**src/hw/rtl/lookahead_peak_limiter_core_defines.svh**
```systemverilog
// Assertion macros shared by the lookahead peak limiter RTL.
// No dependencies; included by modules that carry checks.
`ifndef LOOKAHEAD_PEAK_LIMITER_CORE_DEFINES_SVH
`define LOOKAHEAD_PEAK_LIMITER_CORE_DEFINES_SVH

// Same-cycle implication, disabled during reset
`define LPL_ASSERT_NOW(label, clk, rst, ante, cons, msg) \
  label: assert property (@(posedge clk) disable iff (rst) (ante) |-> (cons)) else $error(msg);

// Next-cycle implication, disabled during reset
`define LPL_ASSERT_NEXT(label, clk, rst, ante, cons, msg) \
  label: assert property (@(posedge clk) disable iff (rst) (ante) |=> (cons)) else $error(msg);

`endif

```
**src/hw/rtl/lpl_pkg.sv**
```systemverilog
// Shared types, constants and codes for the lookahead peak limiter.
// No dependencies.
package lpl_pkg;

  localparam int SAMPLE_BITS = 24;
  localparam int GAIN_BITS   = 17;
  localparam int ENV_BITS    = 25;
  localparam int COEF_BITS   = 16;
  localparam int WIN_BITS    = 9;
  localparam int PTR_BITS    = 8;
  localparam int CH_BITS     = 2;
  localparam int MAX_WINDOW  = 256;
  localparam int CELL_SLOTS  = 8;
  localparam int NUM_CELLS   = MAX_WINDOW / CELL_SLOTS;
  localparam int QUO_BITS    = 16;
  localparam int CNT_BITS    = 4;

  localparam logic [GAIN_BITS-1:0] UNITY16 = 17'd65536;
  localparam logic [ENV_BITS-1:0]  UNITY24 = 25'd16777216;

  localparam logic [GAIN_BITS-1:0] CEILING_RST = 17'd65536;
  localparam logic [COEF_BITS-1:0] RELEASE_RST = 16'd65509;
  localparam logic [WIN_BITS-1:0]  WINDOW_RST  = 9'd240;
  localparam logic [CH_BITS-1:0]   CHANNEL_RST = 2'd2;

  typedef enum logic [1:0] {
    REG_CEILING  = 2'd0,
    REG_RELEASE  = 2'd1,
    REG_WINDOW   = 2'd2,
    REG_CHANNELS = 2'd3
  } reg_index_t;

  typedef enum logic [2:0] {
    S_IDLE,
    S_DIV,
    S_SHIFT,
    S_LAUNCH,
    S_SCAN,
    S_ENV1,
    S_ENV2,
    S_OUT
  } state_t;

  typedef struct packed {
    logic signed [SAMPLE_BITS-1:0] sample_ch1;
    logic signed [SAMPLE_BITS-1:0] sample_ch0;
  } frame_t;

  typedef struct packed {
    logic signed [SAMPLE_BITS-1:0] out_ch1;
    logic signed [SAMPLE_BITS-1:0] out_ch0;
    logic [GAIN_BITS-1:0]          gain_applied;
  } result_t;

  // Minimum wave that runs down the cell chain
  typedef struct packed {
    logic                 valid;
    logic [GAIN_BITS-1:0] min_gain;
  } wave_t;

endpackage

```
**src/hw/rtl/lpl_cell.sv**
```systemverilog
// One cell of the gain history chain: eight stored gains and one stage
// of the window minimum wave. Depends on lpl_pkg.
module lpl_cell #(
  parameter int CELL_INDEX = 0
) (
  input  logic                           clk,
  input  logic                           rst,
  input  logic                           shift_en,
  input  logic [lpl_pkg::GAIN_BITS-1:0]  gain_in,
  output logic [lpl_pkg::GAIN_BITS-1:0]  gain_out,
  input  logic [lpl_pkg::WIN_BITS-1:0]   win,
  input  lpl_pkg::wave_t                 wave_in,
  output lpl_pkg::wave_t                 wave_out
);
  import lpl_pkg::*;

  logic [GAIN_BITS-1:0] slot [CELL_SLOTS];
  logic [GAIN_BITS-1:0] local_min;

  assign gain_out = slot[CELL_SLOTS-1];

  // Shift the history one frame deeper on each new gain
  always_ff @(posedge clk) begin
    if (rst) begin
      for (int j = 0; j < CELL_SLOTS; j++) slot[j] <= UNITY16;
    end else if (shift_en) begin
      slot[0] <= gain_in;
      for (int j = 1; j < CELL_SLOTS; j++) slot[j] <= slot[j-1];
    end
  end

  // Minimum over the slots that fall inside the window
  always_comb begin
    local_min = wave_in.min_gain;
    for (int j = 0; j < CELL_SLOTS; j++) begin
      if (WIN_BITS'(CELL_INDEX * CELL_SLOTS + j) < win && slot[j] < local_min) begin
        local_min = slot[j];
      end
    end
  end

  // Advance the wave one cell per cycle
  always_ff @(posedge clk) begin
    if (rst) begin
      wave_out.valid <= 1'b0;
    end else begin
      wave_out.valid <= wave_in.valid;
    end
    wave_out.min_gain <= local_min;
  end

endmodule

```
**config.mk**
```make
export PLATFORM = sky130hd
export DESIGN_NAME = lpl_cell
export DESIGN_NICKNAME = d
export VERILOG_FILES = /design/src/hw/rtl/lookahead_peak_limiter_core_defines.svh /design/src/hw/rtl/lpl_pkg.sv /design/src/hw/rtl/lpl_cell.sv
export SDC_FILE = /design/constraint.sdc
export NUM_CORES = 1
export LEC_CHECK = 0
export BUFFER_PORTS_ARGS = -buffer_cell sky130_fd_sc_hd__buf_4
export CAP_MARGIN = 25
export CORE_MARGIN = 5
export CORE_UTILIZATION = 25
export CTS_BUF_LIST = sky130_fd_sc_hd__clkbuf_4 sky130_fd_sc_hd__clkbuf_8
export DETAILED_ROUTE_END_ITERATION = 10
export PLACE_DENSITY = 0.4
export SYNTH_ARGS = -nofsm -noshare
export SYNTH_HDL_FRONTEND = slang
export SYNTH_SLANG_ARGS = --single-unit
```
**constraint.sdc**
```tcl
create_clock -name clk -period 22.7 [get_ports clk]
set_input_delay 2.27 -clock clk [delete_from_list [all_inputs] [get_ports clk]]
set_output_delay 2.27 -clock clk [all_outputs]
set_load 0.02 [all_outputs]
```
==> metrics.yaml <==
floorplan:
  num_rows: 76
  die_x_um: 217.9
  io_pins: 82
  fp.coreArea_um2: 42890
  die_h_um: 217.9
  start_util_pct: 25.18
  dieArea_um2: 47460
critical_path:
  arrival_ns: 21.17
  crit_fanout: 32
  reg2reg_from: "slot[0][15]"
  cp-start-kind: "input pin"
  worst-setup-path-type: "in -> reg"
  regToRegEndpoint: "wave_out[0]"
  cp_common_cell: "o21ai_0"
  cpPeakStageDelay_ns: 0.53
  path_delay_family: "compound AO/OA/AOI/OAI gates"
  worstPathRequired_ns: 23.06
  cp_slowest_cell: "o41ai_2"
  reg2reg_depth: 91
  path_buf_inv: 13
  r2r_slack_ns: 3.35
  endpoint_kind: "register"
synthesis:
  synth_compound_area_share_pct: 13.43
  yosysSeqAreaShare_pct: 41.15
  synth_top_family_by_area: "simple AND/OR/NAND/NOR gates"
  netlist_instances: 1079
  synth_xor_area_share_pct: 0.08109
  ys_ff_latch: 154
  synthSimpleGateAreaFrac_pct: 18.29
  syn_nets: 1244
  syn_avg_cell_area_um2: 10.01
  synth_cell_types: 71
  netlist_area_um2: 10800
  muxShareOfSynthArea_pct: 7.090
  async_flop_share_pct: 0
  synth_top_flop_cell: "edfxtp_1"
  synth-edff-count: 136
  yosysWarningCount: 0
  synth_fa_ha_area_share_pct: 13.67
worst_hold_path:
  hold_class: "reg -> reg"
  min_path_cells: 2
  hold-path-endpoint: "wave_out[10]"
  holdCritStartpoint: "slot[0][129]"
drt:
  vias: 7469
  vias_per_cell: 4.295
  routed_wl_mm: 25.85
  drtPass1Iterations: 5
  drc: 0
  drt_iter0_drc: 294
  ant_nets: 0
  routedWlPerCell_um: 14.87
sta:
  fmax_mhz: 48.05
  fin_crit_ns: 20.81
  worst_slew_pin_slew_ns: 0.9225
  worst_slack_ns: 1.890
  hold_viol_final: 0
  slew_viol_final: 0
  setup_viol: 0
  finalCritPeriodShare_pct: 91.68
  relSlewSlack_pct: 38.50
  rsz0062_at_grt: "false"
  setup_tns_ns: 0
  fin_skew_ns: 0.01167
cells_and_area:
  synthToLayoutAreaGrowth_pct: 15.25
  layout_commonest_cell: "edfxtp_1"
  layout.nets: 1306
  fillCellCount: 4576
  diodes: 0
  layout-drive-gt1-share_pct: 15.25
  utilization_pct: 29.02
  final_cell_mix: "edfxtp_1, ha_1, inv_1"
clock_tree:
  root_buffer: "clkbuf_8"
  cts_tree: "built"
  clockBufferDepth: 2
  post_cts_buffers: 0
  h-tree-depth: 4
  clk_latency_ns: 0.48
  cts_made_buffers: 17
  postCtsHoldBufs: 0
  path_clk_slew_ns: 0.09
  cts_num_sinks: 154
global_routing:
  grt_pass1_vias: 7706
  grt_max_degree: 103
  grt-ovfl-total: 0
  grt.total_usage_pct: 11.09
  grt_first_pass_wirelength_mm: 41.54
  antenna_found_initial: 0
power:
  vdd_drop_max_mv: 0.1211
  p_per_area_nw_per_um2: 129.5
  leakagePower_nw: 5.382
placement:
  dpl_worst_slack_ns: 0.6576
  dpl.hpwl_mm: 19.50
  io_buffers: 81
  gp_congestion: 0.7771
outcome:
  status: "finished, final reports clean"
run:
  cap_violations: 0
-- sequential cells by signal (all words and copies together), names as in the netlist --
register / cells
slot: 136
wave_out: 18
-- through the flow --
step | cell area, um2 | power [mW] | instances | hold WS [ns]
after floorplan | 10800 | 1.142 | 1079 | 0.4785
final | 12450 | 1.612 | 1739 | 0.5677
after global placement | 11980 | 1.399 | 1704 | 0.5524
after global routing | 12450 | 1.775 | 1739 | 0.6055
after detailed placement | 11990 | 1.407 | 1706 | 0.5520
after CTS | 12410 | 1.644 | 1738 | 0.5745
-- cell usage after synthesis (all sizes together), types with 4 or more instances --
| master | instances | area share [%] |
|---|---|---|
| mux2i | 55 | 5.2 |
| a221oi | 6 | 0.54 |
| nor3 | 14 | 0.79 |
| a21oi | 55 | 2.5 |
| and2 | 100 | 5.8 |
| ha | 118 | 14 |
| o211ai | 5 | 0.39 |
| nand4 | 22 | 1.3 |
| dfxtp | 18 | 3.3 |
| and4 | 6 | 0.49 |
| edfxtp | 136 | 38 |
| nand2b | 14 | 0.81 |
| buf | 28 | 1.9 |
| o21ai | 78 | 3.6 |
| inv | 102 | 3.5 |
| a21o | 23 | 1.6 |
| or3 | 4 | 0.23 |
| mux2 | 18 | 1.9 |
| nor2b | 48 | 2.8 |
| nand3 | 16 | 0.83 |
| clkbuf | 25 | 0.87 |
| a31o | 5 | 0.41 |
| a31oi | 6 | 0.35 |
| and3 | 6 | 0.35 |
| nor2 | 43 | 1.5 |
| a211oi | 9 | 0.67 |
| nand2 | 70 | 2.4 |
-- cell type report --
class | count | area [um2] | share of cell area [%]
Clock buffer | 26 | 339.1 | 2.724
Clock inverter | 6 | 85.08 | 0.6836
Inverter | 102 | 382.9 | 3.076
Multi-Input combinational cell | 770 | 5708 | 45.86
Sequential cell | 154 | 4444 | 35.71
Tap cell | 585 | 732.0 | 5.881
Timing Repair Buffer | 96 | 755.7 | 6.072
-- cell families (layout without fill, tap and decap cells) --
family / Yosys count / in the layout
mux: 73 / 73
compound gates: 221 / 221
xor+xnor: 1 / 1
fa+ha+maj: 118 / 118
simple gates: 357 / 357
buf+inv: 155 / 230
flops: 154 / 154
-- tightest hold or removal path, delay by kind of cell, from the launching register on --
kind	cells	cell delay, ns
buf+inv	1	0.04
flops	1	0.38
mux	1	0.11
-- per-layer routing --
layer | global-route usage, % | share of wire (%)
met5 | 0 | 0
met4 | 2.386 | 0.89
met3 | 2.318 | 3.0
met2 | 19.14 | 47
met1 | 14.39 | 49
-- report_power, final --
| part | total (mW) | internal [mW] | switching [mW] | leakage [nW] |
|---|---|---|---|---|
| sequential | 0.360 | 0.342 | 0.0179 | 1.62 |
| combinational | 1.02 | 0.445 | 0.578 | 3.54 |
| clock | 0.228 | 0.119 | 0.109 | 0.216 |
-- repair_timing --
action | 4_1_cts | 5_1_grt
endpoints found under the hold margin | 0 | 0
endpoints found under the setup margin | 0 | 17
resized for setup | 0 | 4
-- worst max-delay path by stage --
stage / startpoint / end / cells after the start
after floorplan: wave_in[8] / wave_out[0] / 101
after global placement: wave_in[15] / wave_out[0] / 90
after detailed placement: wave_in[15] / wave_out[7] / 94
after CTS: wave_in[15] / wave_out[0] / 93
after global routing: wave_in[15] / wave_out[7] / 96
final: wave_in[15] / wave_out[0] / 93
(Power assumes the default switching activity.)
